$ cat config.mk
export PLATFORM = sky130hd
export DESIGN_NAME = portal_table_entry_allocator_top
export DESIGN_NICKNAME = d
export VERILOG_FILES = /design/src/ptea_pkg.sv /design/src/portal_table_entry_allocator_top.sv /design/src/ptea_ctrl.sv /design/src/ptea_dp.sv
export SDC_FILE = /design/constraint.sdc
export NUM_CORES = 1
export LEC_CHECK = 0
export BUFFER_PORTS_ARGS = -buffer_cell sky130_fd_sc_hd__buf_2
export CAP_MARGIN = 10
export CORE_ASPECT_RATIO = 0.6
export CORE_MARGIN = 4
export CORE_UTILIZATION = 60
export DETAILED_ROUTE_END_ITERATION = 10
export GPL_TIMING_DRIVEN = 0
export PLACE_DENSITY = 0.8
export SYNTH_ARGS = -nofsm -noshare
export SYNTH_HDL_FRONTEND = slang
export SYNTH_HIERARCHICAL = 1
export SYNTH_SLANG_ARGS = --single-unit
$ cat constraint.sdc
create_clock -name clk -period 7.25 [get_ports clk]
set_clock_uncertainty 0.15 [all_clocks]
set_input_delay 2.175 -clock clk [delete_from_list [all_inputs] [get_ports clk]]
set_output_delay 2.175 -clock clk [all_outputs]
set_load 0.01 [all_outputs]
$ cat src/ptea_pkg.sv
// package for the table entry allocator: item structs, operation and status codes,
// controller/datapath command and status structs
// no dependencies
package ptea_pkg;

  localparam int TABLE_SIZE_DEF = 64;
  // reach of the index fields
  localparam int IDX_BITS       = 6;
  localparam int BND_W          = IDX_BITS + 1;
  // entries examined per cycle by the free-slot scan
  localparam int LANES          = 8;

  localparam int CFG_IDX_W      = 2;
  localparam int CFG_DATA_W     = 8;

  localparam logic [CFG_IDX_W-1:0] CFG_MAX_INDEX    = 2'd0;
  localparam logic [CFG_IDX_W-1:0] CFG_ALLOWED_OPTS = 2'd1;
  localparam logic [CFG_IDX_W-1:0] CFG_FLOW_CTRL    = 2'd2;

  localparam logic [BND_W-1:0] MAX_INDEX_RST = 7'd64;
  localparam logic [7:0]       ALLOWED_RST   = 8'hff;
  localparam logic [7:0]       FLOW_CTRL_RST = 8'h01;

  typedef enum logic [1:0] {
    FUNC_ALLOC   = 2'd0,
    FUNC_FREE    = 2'd1,
    FUNC_DISABLE = 2'd2,
    FUNC_ENABLE  = 2'd3
  } func_t;

  typedef enum logic [2:0] {
    ST_OK        = 3'd0,
    ST_IN_USE    = 3'd1,
    ST_FULL      = 3'd2,
    ST_INVALID   = 3'd3,
    ST_EQ_NEEDED = 3'd4
  } status_t;

  typedef struct packed {
    func_t                func;
    logic [IDX_BITS-1:0]  index;
    logic                 any_index;
    logic [7:0]           options;
    logic                 eq_present;
    logic [7:0]           eq_id;
    logic                 entry_busy;
  } in_item_t;

  typedef struct packed {
    status_t              status;
    logic [IDX_BITS-1:0]  index_out;
    logic                 released_eq_valid;
    logic [7:0]           released_eq_id;
  } out_item_t;

  typedef struct packed {
    logic [7:0] options;
    logic       eq_present;
    logic [7:0] eq_id;
  } entry_t;

  typedef struct packed {
    logic load;   // latch request, read entry storage
    logic check;  // evaluate request, commit unless a scan is needed
    logic step;   // one scan step over the in-use bitmap
  } ctrl_cmd_t;

  typedef struct packed {
    logic need_search;
    logic scan_done;
  } dp_stat_t;

endpackage

$ cat src/portal_table_entry_allocator_top.sv
// top level of the table entry allocator: controller plus datapath, port assertions
// depends on ptea_pkg, ptea_ctrl, ptea_dp
//
//  channel  | strobe / handshake        | payload
//  ---------+---------------------------+------------------------------
//  request  | start, busy (start & !busy)| in_data   (ptea_pkg::in_item_t)
//  result   | out_valid, one cycle      | out_data  (ptea_pkg::out_item_t)
//  config   | cfg_we                    | cfg_index, cfg_wdata
//
// free, enable, disable and allocate at a given index: the request is loaded, then
// checked in S_CHECK, and out_valid comes from the result register. allocate of any
// index: the in-use bitmap is scanned eight entries per cycle from the last allocation.
// one transaction at a time; a new start is taken in the cycle out_valid is high.
// reset clears the in-use and enabled bitmaps at once; entry storage is not cleared.
// the receiver cannot stall: each result is shown for exactly one cycle.
module portal_table_entry_allocator_top #(
  parameter int TABLE_SIZE = ptea_pkg::TABLE_SIZE_DEF
) (
  input  logic                             clk,
  input  logic                             rst_n,
  input  logic                             start,
  output logic                             busy,
  input  ptea_pkg::in_item_t               in_data,
  output logic                             out_valid,
  output ptea_pkg::out_item_t              out_data,
  input  logic                             cfg_we,
  input  logic [ptea_pkg::CFG_IDX_W-1:0]   cfg_index,
  input  logic [ptea_pkg::CFG_DATA_W-1:0]  cfg_wdata
);

  ptea_pkg::ctrl_cmd_t cmd;
  ptea_pkg::dp_stat_t  stat;

  ptea_ctrl u_ctrl (
    .clk   (clk),
    .rst_n (rst_n),
    .start (start),
    .busy  (busy),
    .stat  (stat),
    .cmd   (cmd)
  );

  ptea_dp #(
    .TABLE_SIZE (TABLE_SIZE)
  ) u_dp (
    .clk       (clk),
    .rst_n     (rst_n),
    .cfg_we    (cfg_we),
    .cfg_index (cfg_index),
    .cfg_wdata (cfg_wdata),
    .in_data   (in_data),
    .cmd       (cmd),
    .stat      (stat),
    .out_valid (out_valid),
    .out_data  (out_data)
  );

`ifndef ASSERT_OFF
  a_accept_busy: assert property (@(posedge clk) disable iff (!rst_n)
    start && !busy |=> busy)
    else $error("busy not raised after an accepted transaction");

  a_result_idle: assert property (@(posedge clk) disable iff (!rst_n)
    out_valid |-> !busy)
    else $error("result strobe while still busy");

  a_result_after_work: assert property (@(posedge clk) disable iff (!rst_n)
    out_valid |-> $past(busy))
    else $error("result strobe without a transaction in flight");

  a_error_zero: assert property (@(posedge clk) disable iff (!rst_n)
    out_valid && (out_data.status != ptea_pkg::ST_OK) |->
      (out_data.index_out == '0) && !out_data.released_eq_valid)
    else $error("error result carries an index or released queue");
`endif

endmodule

$ cat src/ptea_ctrl.sv
// controller for the table entry allocator: sequences load, check and scan steps
// depends on ptea_pkg
module ptea_ctrl (
  input  logic                  clk,
  input  logic                  rst_n,
  input  logic                  start,
  output logic                  busy,
  input  ptea_pkg::dp_stat_t    stat,
  output ptea_pkg::ctrl_cmd_t   cmd
);

  typedef enum logic [1:0] {
    S_IDLE,
    S_CHECK,
    S_SEARCH
  } state_t;

  state_t state_r, state_nxt;
  logic   busy_r, busy_nxt;

  always_comb begin
    state_nxt = state_r;
    cmd       = '0;
    unique case (state_r)
      S_IDLE: begin
        if (start) begin
          cmd.load  = 1'b1;
          state_nxt = S_CHECK;
        end
      end
      S_CHECK: begin
        cmd.check = 1'b1;
        state_nxt = stat.need_search ? S_SEARCH : S_IDLE;
      end
      S_SEARCH: begin
        cmd.step = 1'b1;
        if (stat.scan_done) begin
          state_nxt = S_IDLE;
        end
      end
      default: begin
        state_nxt = S_IDLE;
      end
    endcase
    busy_nxt = (state_nxt != S_IDLE);
  end

  always_ff @(posedge clk) begin
    if (!rst_n) begin
      state_r <= S_IDLE;
      busy_r  <= 1'b0;
    end else begin
      state_r <= state_nxt;
      busy_r  <= busy_nxt;
    end
  end

  assign busy = busy_r;

endmodule

$ cat src/ptea_dp.sv
// datapath for the table entry allocator: config registers, in-use/enabled bitmaps,
// entry storage, next-fit scan and result register; depends on ptea_pkg
module ptea_dp #(
  parameter int TABLE_SIZE = ptea_pkg::TABLE_SIZE_DEF
) (
  input  logic                               clk,
  input  logic                               rst_n,
  input  logic                               cfg_we,
  input  logic [ptea_pkg::CFG_IDX_W-1:0]     cfg_index,
  input  logic [ptea_pkg::CFG_DATA_W-1:0]    cfg_wdata,
  input  ptea_pkg::in_item_t                 in_data,
  input  ptea_pkg::ctrl_cmd_t                cmd,
  output ptea_pkg::dp_stat_t                 stat,
  output logic                               out_valid,
  output ptea_pkg::out_item_t                out_data
);

  localparam int IDX_LIM = 1 << ptea_pkg::IDX_BITS;
  localparam int DEPTH   = (TABLE_SIZE < IDX_LIM) ? TABLE_SIZE : IDX_LIM;
  localparam int IDX_W   = $clog2(DEPTH);
  localparam int LANES   = ptea_pkg::LANES;
  localparam int BND_W   = ptea_pkg::BND_W;
  localparam int SUM_W   = $clog2(DEPTH + LANES) + 1;
  localparam int CNT_W   = $clog2(DEPTH + LANES + 1);

  localparam logic [BND_W-1:0] DEPTH_B   = BND_W'(DEPTH);
  localparam logic [SUM_W-1:0] DEPTH_S   = SUM_W'(DEPTH);
  localparam logic [CNT_W-1:0] DEPTH_C   = CNT_W'(DEPTH);
  localparam logic [IDX_W-1:0] LAST_IDX  = IDX_W'(DEPTH - 1);

  // configuration
  logic [BND_W-1:0] max_index_r;
  logic [7:0]       allowed_r;
  logic [7:0]       flow_ctrl_r;

  // table state
  logic [DEPTH-1:0]  in_use_r;
  logic [DEPTH-1:0]  enabled_r;
  logic [IDX_W-1:0]  last_r;
  ptea_pkg::entry_t  mem [DEPTH];

  // request under work
  ptea_pkg::in_item_t req_r;
  ptea_pkg::entry_t   rd_r;
  logic [IDX_W-1:0]   ptr_r, ptr_nxt;
  logic [CNT_W-1:0]   cnt_r;

  logic                 out_valid_r;
  ptea_pkg::out_item_t  out_r;

  logic [BND_W-1:0] lim;
  logic [IDX_W-1:0] req_idx;
  logic             in_range;
  logic             used;
  logic             opt_bad;
  logic             eq_bad;
  logic             is_alloc;
  logic             need_search;

  logic             found;
  logic [IDX_W-1:0] found_idx;
  logic             exhausted;

  logic                 fire;
  ptea_pkg::out_item_t  res;
  logic                 wr_alloc;
  logic                 wr_free;
  logic                 wr_enable;
  logic                 en_val;
  logic [IDX_W-1:0]     wr_slot;
  logic [IDX_W-1:0]     ptr_init;
  logic [SUM_W-1:0]     adv_sum;

  assign lim      = (max_index_r < DEPTH_B) ? max_index_r : DEPTH_B;
  assign req_idx  = req_r.index[IDX_W-1:0];
  assign in_range = ({1'b0, req_r.index} < lim);
  assign used     = in_range && in_use_r[req_idx];
  assign opt_bad  = |(req_r.options & ~allowed_r);
  assign eq_bad   = (|(req_r.options & flow_ctrl_r)) && !req_r.eq_present;
  assign is_alloc = (req_r.func == ptea_pkg::FUNC_ALLOC);
  assign need_search = is_alloc && !opt_bad && !eq_bad && req_r.any_index;

  // scan lanes: positions ptr, ptr+1, ... modulo the table depth
  always_comb begin
    logic [CNT_W-1:0] k;
    logic [SUM_W-1:0] s;
    logic [IDX_W-1:0] cand;
    logic             lane_ok;
    found     = 1'b0;
    found_idx = '0;
    for (int j = 0; j < LANES; j++) begin
      k       = cnt_r + CNT_W'(j);
      lane_ok = (k < DEPTH_C);
      s       = SUM_W'(ptr_r) + SUM_W'(j);
      if (s >= DEPTH_S) begin
        s = s - DEPTH_S;
      end
      if (s >= DEPTH_S) begin
        s = '0;
      end
      cand = s[IDX_W-1:0];
      if (!found && lane_ok && (BND_W'(cand) < lim) && !in_use_r[cand]) begin
        found     = 1'b1;
        found_idx = cand;
      end
    end
  end

  assign exhausted = ((cnt_r + CNT_W'(LANES)) >= DEPTH_C);

  assign stat.need_search = need_search;
  assign stat.scan_done   = found || exhausted;

  assign ptr_init = (last_r == LAST_IDX) ? '0 : last_r + IDX_W'(1);

  always_comb begin
    adv_sum = SUM_W'(ptr_r) + SUM_W'(LANES);
    if (adv_sum >= DEPTH_S) begin
      adv_sum = adv_sum - DEPTH_S;
    end
    ptr_nxt = adv_sum[IDX_W-1:0];
  end

  // result and table update
  always_comb begin
    fire      = 1'b0;
    res       = '0;
    res.status = ptea_pkg::ST_OK;
    wr_alloc  = 1'b0;
    wr_free   = 1'b0;
    wr_enable = 1'b0;
    en_val    = 1'b0;
    wr_slot   = req_idx;
    if (cmd.check && !need_search) begin
      fire = 1'b1;
      if (is_alloc) begin
        if (opt_bad) begin
          res.status = ptea_pkg::ST_INVALID;
        end else if (eq_bad) begin
          res.status = ptea_pkg::ST_EQ_NEEDED;
        end else if (!in_range) begin
          res.status = ptea_pkg::ST_INVALID;
        end else if (used) begin
          res.status = ptea_pkg::ST_IN_USE;
        end else begin
          wr_alloc      = 1'b1;
          res.index_out = req_r.index;
        end
      end else if (!used) begin
        res.status = ptea_pkg::ST_INVALID;
      end else if (req_r.func == ptea_pkg::FUNC_FREE) begin
        if (req_r.entry_busy) begin
          res.status = ptea_pkg::ST_IN_USE;
        end else begin
          wr_free       = 1'b1;
          res.index_out = req_r.index;
          if (rd_r.eq_present) begin
            res.released_eq_valid = 1'b1;
            res.released_eq_id    = rd_r.eq_id;
          end
        end
      end else begin
        wr_enable     = 1'b1;
        en_val        = (req_r.func == ptea_pkg::FUNC_ENABLE);
        res.index_out = req_r.index;
      end
    end else if (cmd.step && (found || exhausted)) begin
      fire = 1'b1;
      if (found) begin
        wr_alloc      = 1'b1;
        wr_slot       = found_idx;
        res.index_out = ptea_pkg::IDX_BITS'(found_idx);
      end else begin
        res.status = ptea_pkg::ST_FULL;
      end
    end
  end

  always_ff @(posedge clk) begin
    if (!rst_n) begin
      max_index_r <= ptea_pkg::MAX_INDEX_RST;
      allowed_r   <= ptea_pkg::ALLOWED_RST;
      flow_ctrl_r <= ptea_pkg::FLOW_CTRL_RST;
      in_use_r    <= '0;
      enabled_r   <= '0;
      last_r      <= '0;
      out_valid_r <= 1'b0;
    end else begin
      if (cfg_we) begin
        unique case (cfg_index)
          ptea_pkg::CFG_MAX_INDEX:    max_index_r <= cfg_wdata[BND_W-1:0];
          ptea_pkg::CFG_ALLOWED_OPTS: allowed_r   <= cfg_wdata;
          ptea_pkg::CFG_FLOW_CTRL:    flow_ctrl_r <= cfg_wdata;
          default: ;
        endcase
      end
      if (wr_alloc) begin
        in_use_r[wr_slot]  <= 1'b1;
        enabled_r[wr_slot] <= 1'b1;
        last_r             <= wr_slot;
      end
      if (wr_free) begin
        in_use_r[wr_slot]  <= 1'b0;
        enabled_r[wr_slot] <= 1'b0;
      end
      if (wr_enable) begin
        enabled_r[wr_slot] <= en_val;
      end
      out_valid_r <= fire;
    end
  end

  // entry storage and request payload
  always_ff @(posedge clk) begin
    if (cmd.load) begin
      req_r <= in_data;
      rd_r  <= mem[in_data.index[IDX_W-1:0]];
    end
    if (wr_alloc) begin
      mem[wr_slot] <= '{options:    req_r.options,
                        eq_present: req_r.eq_present,
                        eq_id:      req_r.eq_present ? req_r.eq_id : 8'd0};
    end
    if (cmd.check) begin
      ptr_r <= ptr_init;
      cnt_r <= '0;
    end else if (cmd.step) begin
      ptr_r <= ptr_nxt;
      cnt_r <= cnt_r + CNT_W'(LANES);
    end
    if (fire) begin
      out_r <= res;
    end
  end

  assign out_valid = out_valid_r;
  assign out_data  = out_r;

endmodule
* Word level (Yosys, flattened, before mapping)
Memory sizes are Yosys's and may differ from the RTL's. A register that Yosys moved wholly into a read port is not among the register bits.
Cells that the tools add are included.
** Storage, ports and cells
- Register bits after elaboration :: 155
- Bits in writable memories :: 1088
- Input bits :: 41
- Output and inout port bits :: 20
- Word-level logic and storage cells :: 284
- Memories kept :: 1
** Memories
- u_dp.mem :: depth 64, bits a word 17, read ports 1, clocked after memory_dff 1, write ports 1, line ptea_dp.sv:40 : ptea_pkg::entry_t mem [DEPTH];
** Operators by class
- Add/subtract/negate cells :: 26
- $lt $le $gt $ge :: 47
- Equality and inequality tests :: 6
- Muxes and demuxes :: 110
- Bitwise gates (word level) :: 10
- Reductions and logical operators :: 63
** Operator list (number)
- two-way mux 64 bit :: 3
- two-way mux 6 bit :: 29
- >= comparator 8 x 7 -> 1 bit, second input constant :: 15
- two-way mux 8 bit :: 9
- less-than comparator 6 x 7 -> 1 bit, second input constant :: 10
- AND 64 bit :: 1
- NOT 64 bit :: 1
- OR 64 bit :: 1
- less-than comparator 6 x 7 -> 1 bit :: 9
- less-than comparator 7 bit, second input constant :: 9
- subtractor 8 x 7 -> 8 bit, second input constant :: 7
- binary-select mux 1 bit (select 6 bit) :: 9
- two-way mux 9 bit :: 5
- two-way mux 1 bit :: 41
- logical AND 1 bit :: 31
- two-way mux 15 bit :: 2
- adder 6 x 3 -> 7 bit, second input constant :: 4
- adder 7 x 3 -> 7 bit, second input constant :: 4
- logical NOT 1 bit :: 19
- AND 8 bit :: 2
- OR reduction 8 bit :: 2
- two-way mux 3 bit :: 5
- adder 6 x 2 -> 7 bit, second input constant :: 2
- adder 7 x 2 -> 7 bit, second input constant :: 2
- other kinds (25) :: 40

* Logic depth before layout (Yosys ltp)
- Word-level depth :: 57
- Gate-level depth with buffers :: 25
- Depth with buffers taken out :: 18

* Hierarchy
Netlist, hierarchy kept.
** Modules (own cells, without submodules)
- ptea_dp :: instances 1, cells each 2062, area an instance 34933.5 µm², sequential area each 21060.2 µm²
- ptea_ctrl :: instances 1, cells each 14, area an instance 142.6 µm², sequential area each 60.1 µm²

* Least setup slack after synthesis
OpenSTA, ideal clock, no wires.
- Kind :: flip-flop to flip-flop
- Start point :: register u_dp.ptr_r[1]
- End point :: memory u_dp/mem[57][0] (netlist bit), enable pin
- Arrival time :: 5.622 ns
- Path slack :: 1.092 ns
- Stages on the path, launching flop included :: 23
- Path buffers :: 7
- Period minus slack after synthesis :: 6.158 ns
- Path through :: edfxtp_1 buf_4 inv_1 buf_2 ha_1 buf_2 clkbuf_1 inv_1 ha_1 a21o_1 a21o_1 a2111oi_0 o311ai_2 o211ai_1 or4_4 nand2_1 buf_4 nor4_2 o21ba_1 buf_2 buf_2 nand2_1 nor3_1
** On the way
- Longest elaborated chain between the ends :: 50
- Elaborated cells between the ends (all ways) :: 135
- Those cells by class :: 15 x add/sub; 24 x order compare; 56 x mux; 40 x reduce/logical
** RTL lines
- start: declaration :: line ptea_dp.sv:45 : logic [IDX_W-1:0] ptr_r, ptr_nxt;
- start signal: assignment :: line ptea_dp.sv:225 : ptr_r <= ptr_init;
- start signal: assignment :: line ptea_dp.sv:228 : ptr_r <= ptr_nxt;
- parallel branches: the longest is 50 deep, another holds subtractor 8 x 7 -> 8 bit
- end: declaration :: line ptea_dp.sv:40
Parallel ways; which one is timed is not known. The select of a mux whose other input is x is not followed.

* Worst setup path after layout
- Start point :: register u_dp.ptr_r[1]
- End point :: memory u_dp/mem[2][6] (netlist bit), enable pin
The elaborated chain is that of the path after synthesis.

==> report_table.html <==
<table>
<tr><th>Metric</th><th>Value</th></tr>
<tr><th colspan="2">Run status</th></tr>
<tr><td>Outcome</td><td>finished, violations left</td></tr>
<tr><td>Violated checks</td><td>negative setup slack</td></tr>
<tr><th colspan="2">Logic synthesis</th></tr>
<tr><td>Mapped Area</td><td>35,100 sq um</td></tr>
<tr><td>Unique cell type count in the Yosys netlist</td><td>117</td></tr>
<tr><td>Number of synthesized register bits</td><td>737</td></tr>
<tr><td>Sequential cell area fraction in the yosys report</td><td>60.2%</td></tr>
<tr><td>Most used DFF post-synth</td><td>edfxtp_1</td></tr>
<tr><td>Synthesized netlist cell count</td><td>2,076</td></tr>
<tr><td>Number of enable-type register cells in the synthesized netlist</td><td>636</td></tr>
<tr><td>Synth warnings</td><td>6</td></tr>
<tr><td>Post-synthesis area per instance</td><td>16.9 sq um</td></tr>
<tr><td>Post-synthesis net count</td><td>2,174</td></tr>
<tr><td>Share of synthesized registers carrying an async set or reset</td><td>0%</td></tr>
<tr><th colspan="2">Route</th></tr>
<tr><td>DR vias/cell</td><td>7.55</td></tr>
<tr><td>Routed wire length</td><td>117,000 um</td></tr>
<tr><td>Number of iterations in the first detailed-routing pass</td><td>8</td></tr>
<tr><td>Post-detailed-route wirelength per cell</td><td>38.0 um</td></tr>
<tr><td>Remaining number of nets flagged by the antenna check after routing</td><td>0</td></tr>
<tr><td>Post-route DRC violation count</td><td>0</td></tr>
<tr><td>Starting DRT DRC Count</td><td>4,451</td></tr>
<tr><td>Vias after detailed routing</td><td>23,300</td></tr>
<tr><th colspan="2">Power and ir drop</th></tr>
<tr><td>PnR Total Power</td><td>9.06 mW</td></tr>
<tr><td>Leakage</td><td>13.5 nW</td></tr>
<tr><td>Power Dens Cells</td><td>227 nW/um^2</td></tr>
<tr><td>Worst ir drop on vdd</td><td>0.000191 V</td></tr>
<tr><th colspan="2">Timing</th></tr>
<tr><td>Worst slew margin</td><td>13.3%</td></tr>
<tr><td>Post-layout worst setup margin</td><td>-0.0840 ns</td></tr>
<tr><td>Period utilization</td><td>101%</td></tr>
<tr><td>Hold Violations, Final</td><td>0</td></tr>
<tr><td>Least-Margin Pin Slew</td><td>1.29 ns</td></tr>
<tr><td>Final Critical Period</td><td>7.33 ns</td></tr>
<tr><td>Final number of max-transition violations</td><td>0</td></tr>
<tr><td>Final Setup Violations</td><td>82</td></tr>
<tr><td>Maximum clock rate</td><td>136 MHz</td></tr>
<tr><td>Unrepaired setup endpoints after global routing</td><td>yes</td></tr>
<tr><th colspan="2">Global route</th></tr>
<tr><td>Overflow left after global routing</td><td>0</td></tr>
<tr><td>Vias in the first global route</td><td>22,100</td></tr>
<tr><td>Global routing usage summed across all routing layers</td><td>37.2%</td></tr>
<tr><td>Global-route wire length before repair</td><td>165,000 um</td></tr>
<tr><td>Number of antenna violations at the first check in global routing</td><td>12</td></tr>
<tr><td>Maximum number of pins on one net before global-route repair</td><td>57</td></tr>
<tr><th colspan="2">Cells and area</th></tr>
<tr><td>Post-synthesis to final-layout area growth</td><td>13.6%</td></tr>
<tr><td>Proportion of layout cells with a drive suffix above 1</td><td>31.5%</td></tr>
<tr><td>Filler Cells Inserted</td><td>3,574</td></tr>
<tr><td>Post-route standard cell area excluding fillers</td><td>39,900 sq um</td></tr>
<tr><td>Net count of the finished layout</td><td>2,363</td></tr>
<tr><td>Number of standard cells in the final layout excluding fillers</td><td>3,089</td></tr>
<tr><th colspan="2">CTS</th></tr>
<tr><td>Clock latency reported for the late side of the worst-skew pair</td><td>0.64 ns</td></tr>
<tr><td>Number of buffers created by CTS</td><td>66</td></tr>
<tr><td>Clock tree from TritonCTS</td><td>yes</td></tr>
<tr><td>CTS root buf</td><td>clkbuf_16</td></tr>
<tr><td>Clk slew on worst S/H paths</td><td>0.06 ns</td></tr>
<tr><td>Clk sinks</td><td>737</td></tr>
<tr><td>CTS Buffer Depth</td><td>3</td></tr>
<tr><td>Hold bufs inserted after CTS</td><td>0</td></tr>
<tr><td>H-tree level count</td><td>3</td></tr>
<tr><th colspan="2">Worst setup path</th></tr>
<tr><td>Maximum fanout along the worst path</td><td>13</td></tr>
<tr><td>Kind of end point of the critical path</td><td>register</td></tr>
<tr><td>Crit start category</td><td>register</td></tr>
<tr><td>Library cell contributing the largest single delay on the critical path</td><td>nor3_4</td></tr>
<tr><td>Setup CP Type</td><td>reg -&gt; reg</td></tr>
<tr><td>Worst EP required</td><td>7.35 ns</td></tr>
<tr><td>Crit path cell chain</td><td>buf_4, inv_1, buf_4, ha_1, xor2_1, buf_2, inv_1, ha_1, a211o_1, a31oi_1, o21ai_0, a21oi_1, nand4_1, and2_4, or4_4, a22o_1, a41oi_4, a2bb2oi_2, clkbuf_4, nor3_4</td></tr>
<tr><td>CP Data Arrival Time</td><td>7.44 ns</td></tr>
<tr><td>Dominant delay contributor by cell family on the critical path</td><td>simple AND/OR/NAND/NOR gates</td></tr>
<tr><td>CP peak stage delay</td><td>0.78 ns</td></tr>
<tr><td>CP bufs+invs</td><td>6</td></tr>
<tr><th colspan="2">Placement</th></tr>
<tr><td>Placed Cells incl. Taps</td><td>2,927</td></tr>
<tr><td>Detail Placement HPWL</td><td>82,200 um</td></tr>
<tr><td>Pre-CTS WS</td><td>-1.30 ns</td></tr>
<tr><td>Port Buf Inserts</td><td>60</td></tr>
<tr><td>Instance area after placement</td><td>36,700 sq um</td></tr>
<tr><td>Global placer's final weighted congestion</td><td>1.05</td></tr>
<tr><th colspan="2">Die</th></tr>
<tr><td>Floorplan die height</td><td>195 um</td></tr>
<tr><td>I/O Pins</td><td>61</td></tr>
<tr><td>Number of cell rows</td><td>68</td></tr>
<tr><td>Total core area</td><td>57,700 sq um</td></tr>
<tr><td>Die Footprint</td><td>62,500 sq um</td></tr>
<tr><td>Chip Width</td><td>320 um</td></tr>
<tr><td>Effective utilization at floorplan</td><td>60.8%</td></tr>
<tr><th colspan="2">Worst hold path</th></tr>
<tr><td>Worst Hold Class</td><td>reg -&gt; reg</td></tr>
<tr><th colspan="2">Flow run</th></tr>
<tr><td>Max-Cap Viols</td><td>0</td></tr>
</table>
## synth_stat cells (9+ instances only)
cell type	n	area (sq um)
nand3_1	38	190
mux2i_1	60	601
buf_6	9	101
nor3_2	13	130
xor2_1	11	96.3
buf_1	21	78.8
nor3b_2	10	125
buf_4	15	113
and3_1	36	225
inv_1	31	116
o221a_1	41	462
dfxtp_1	101	2020
ha_1	57	713
nand2b_1	28	175
buf_2	31	155
nor2_1	72	270
xnor2_1	12	105
nor3_1	30	150
o22ai_1	9	56.3
a211oi_1	17	128
or2_2	9	56.3
edfxtp_1	636	19100
mux2_2	19	214
a21oi_1	24	120
clkbuf_1	60	225
o21a_1	9	67.6
mux4_2	276	6220
o21ai_0	27	135
a31oi_1	22	138
nand2_1	94	353
and2_1	22	138
a21o_1	16	120
## final cells by class
cell class	count	area (sq um)	area share, %
flip-flops and latches	737	21100	53.0
multi-input cells	1160	13500	34.0
clock buffers	82	1720	4.32
repair buffers	121	1190	2.98
well taps	770	963	2.42
plain buffers	141	774	1.94
clock inverters	35	394	0.989
inverters	38	148	0.370
diodes	5	12.5	0.0314
## flip-flops by register name (all words and copies together) (netlist names)
| signal | flops |
|---|---|
| u_ctrl/busy | 1 |
| u_ctrl/state_r | 2 |
| u_dp/allowed_r | 8 |
| u_dp/cnt_r | 4 |
| u_dp/flow_ctrl_r | 8 |
| u_dp/in_use_r | 64 |
| u_dp/last_r | 6 |
| u_dp/max_index_r | 7 |
| u_dp/mem | 576 |
| u_dp/out_data | 18 |
| u_dp/out_valid | 1 |
| u_dp/ptr_r | 6 |
| u_dp/rd_r | 9 |
| u_dp/req_idx | 6 |
| u_dp/req_r | 21 |
## power breakdown
| part | switching [mW] | internal, mW |
|---|---|---|
| Sequential | 0.0260 | 4.64 |
| Combinational | 0.588 | 0.317 |
| Clock | 1.59 | 1.90 |
## cell usage in the layout, fill, tap and decap left out, types with 16 or more instances in the layout
cell | Yosys | routed
edfxtp_1 | 636 | 636
mux4_2 | 276 | 276
dfxtp_1 | 101 | 101
nand2_1 | 94 | 90
buf_2 | 31 | 88
clkbuf_1 | 60 | 69
clkbuf_16 | 0 | 66
nor2_1 | 72 | 61
mux2i_1 | 60 | 60
ha_1 | 57 | 56
o221a_1 | 41 | 41
buf_4 | 15 | 40
nand3_1 | 38 | 38
inv_1 | 31 | 31
buf_12 | 2 | 31
o21ai_0 | 27 | 27
nand2b_1 | 28 | 25
and3_1 | 36 | 25
a21oi_1 | 24 | 24
nor3_1 | 30 | 24
a31oi_1 | 22 | 22
buf_1 | 21 | 21
mux2_2 | 19 | 19
a211oi_1 | 17 | 17
a21o_1 | 16 | 16
nor3_4 | 0 | 16
## repair_timing
item	4_1_cts	5_1_grt
gates resized for setup	72	32
endpoints found under the hold margin	0	0
endpoints found under the setup margin	632	615
buffers inserted	12	27
pin swaps	15	17
## tightest hold or removal path, delay by kind of cell (launching register included)
kind	cells	cell delay (ns)
AND/OR/NAND/NOR	2	0.12
flip-flops	1	0.33
## metal layers
| metal | part of all wire (%) | GRT usage, % |
|---|---|---|
| met1 | 37 | 54.9 |
| met2 | 40 | 49.5 |
| met3 | 19 | 19.6 |
| met4 | 2.9 | 7.32 |
| met5 | 0.48 | 3.22 |
## cells by family (layout without fill, tap and decap cells)
| family | Yosys count | after routing | share of synthesized area, % |
|---|---|---|---|
| multiplexers | 358 | 358 | 20.1 |
| AO/OA/AOI/OAI | 282 | 282 | 6.83 |
| other | 0 | 5 | 0 |
| flip-flops | 737 | 737 | 60.2 |
| AND/OR/NAND/NOR | 434 | 434 | 7.26 |
| adder cells (fa/ha/maj) | 57 | 57 | 2.03 |
| buffers and inverters | 179 | 417 | 2.57 |
| XOR/XNOR | 29 | 29 | 0.949 |
## metrics by stage
stage	TNS [ns]	util (%)	hold WS, ns
2_1_floorplan	0	-	0.282
3_3_place_gp	-366.67	63.0	0.303
3_5_place_dp	-388.51	63.6	0.300
4_1_cts	0	68.2	0.327
5_1_grt	-0.938	69.1	0.347
6_report	-2.50	69.1	0.332
## final timing paths
path / startpoint / slack (ns) / to / depth (start not counted)
min reg2reg: u_dp/allowed_r[2]$_SDFFE_PN1P_ / 0.33 / u_dp/allowed_r[2]$_SDFFE_PN1P_ / 2
max: u_dp/ptr_r[1]$_DFFE_PP_ / -0.08 / u_dp/mem[2][6]$_DFFE_PP_ / 20
min: u_dp/allowed_r[2]$_SDFFE_PN1P_ / 0.33 / u_dp/allowed_r[2]$_SDFFE_PN1P_ / 2
max reg2reg: u_dp/ptr_r[1]$_DFFE_PP_ / -0.08 / u_dp/mem[2][6]$_DFFE_PP_ / 20
No activity file was read; power rests on OpenSTA's default activity.
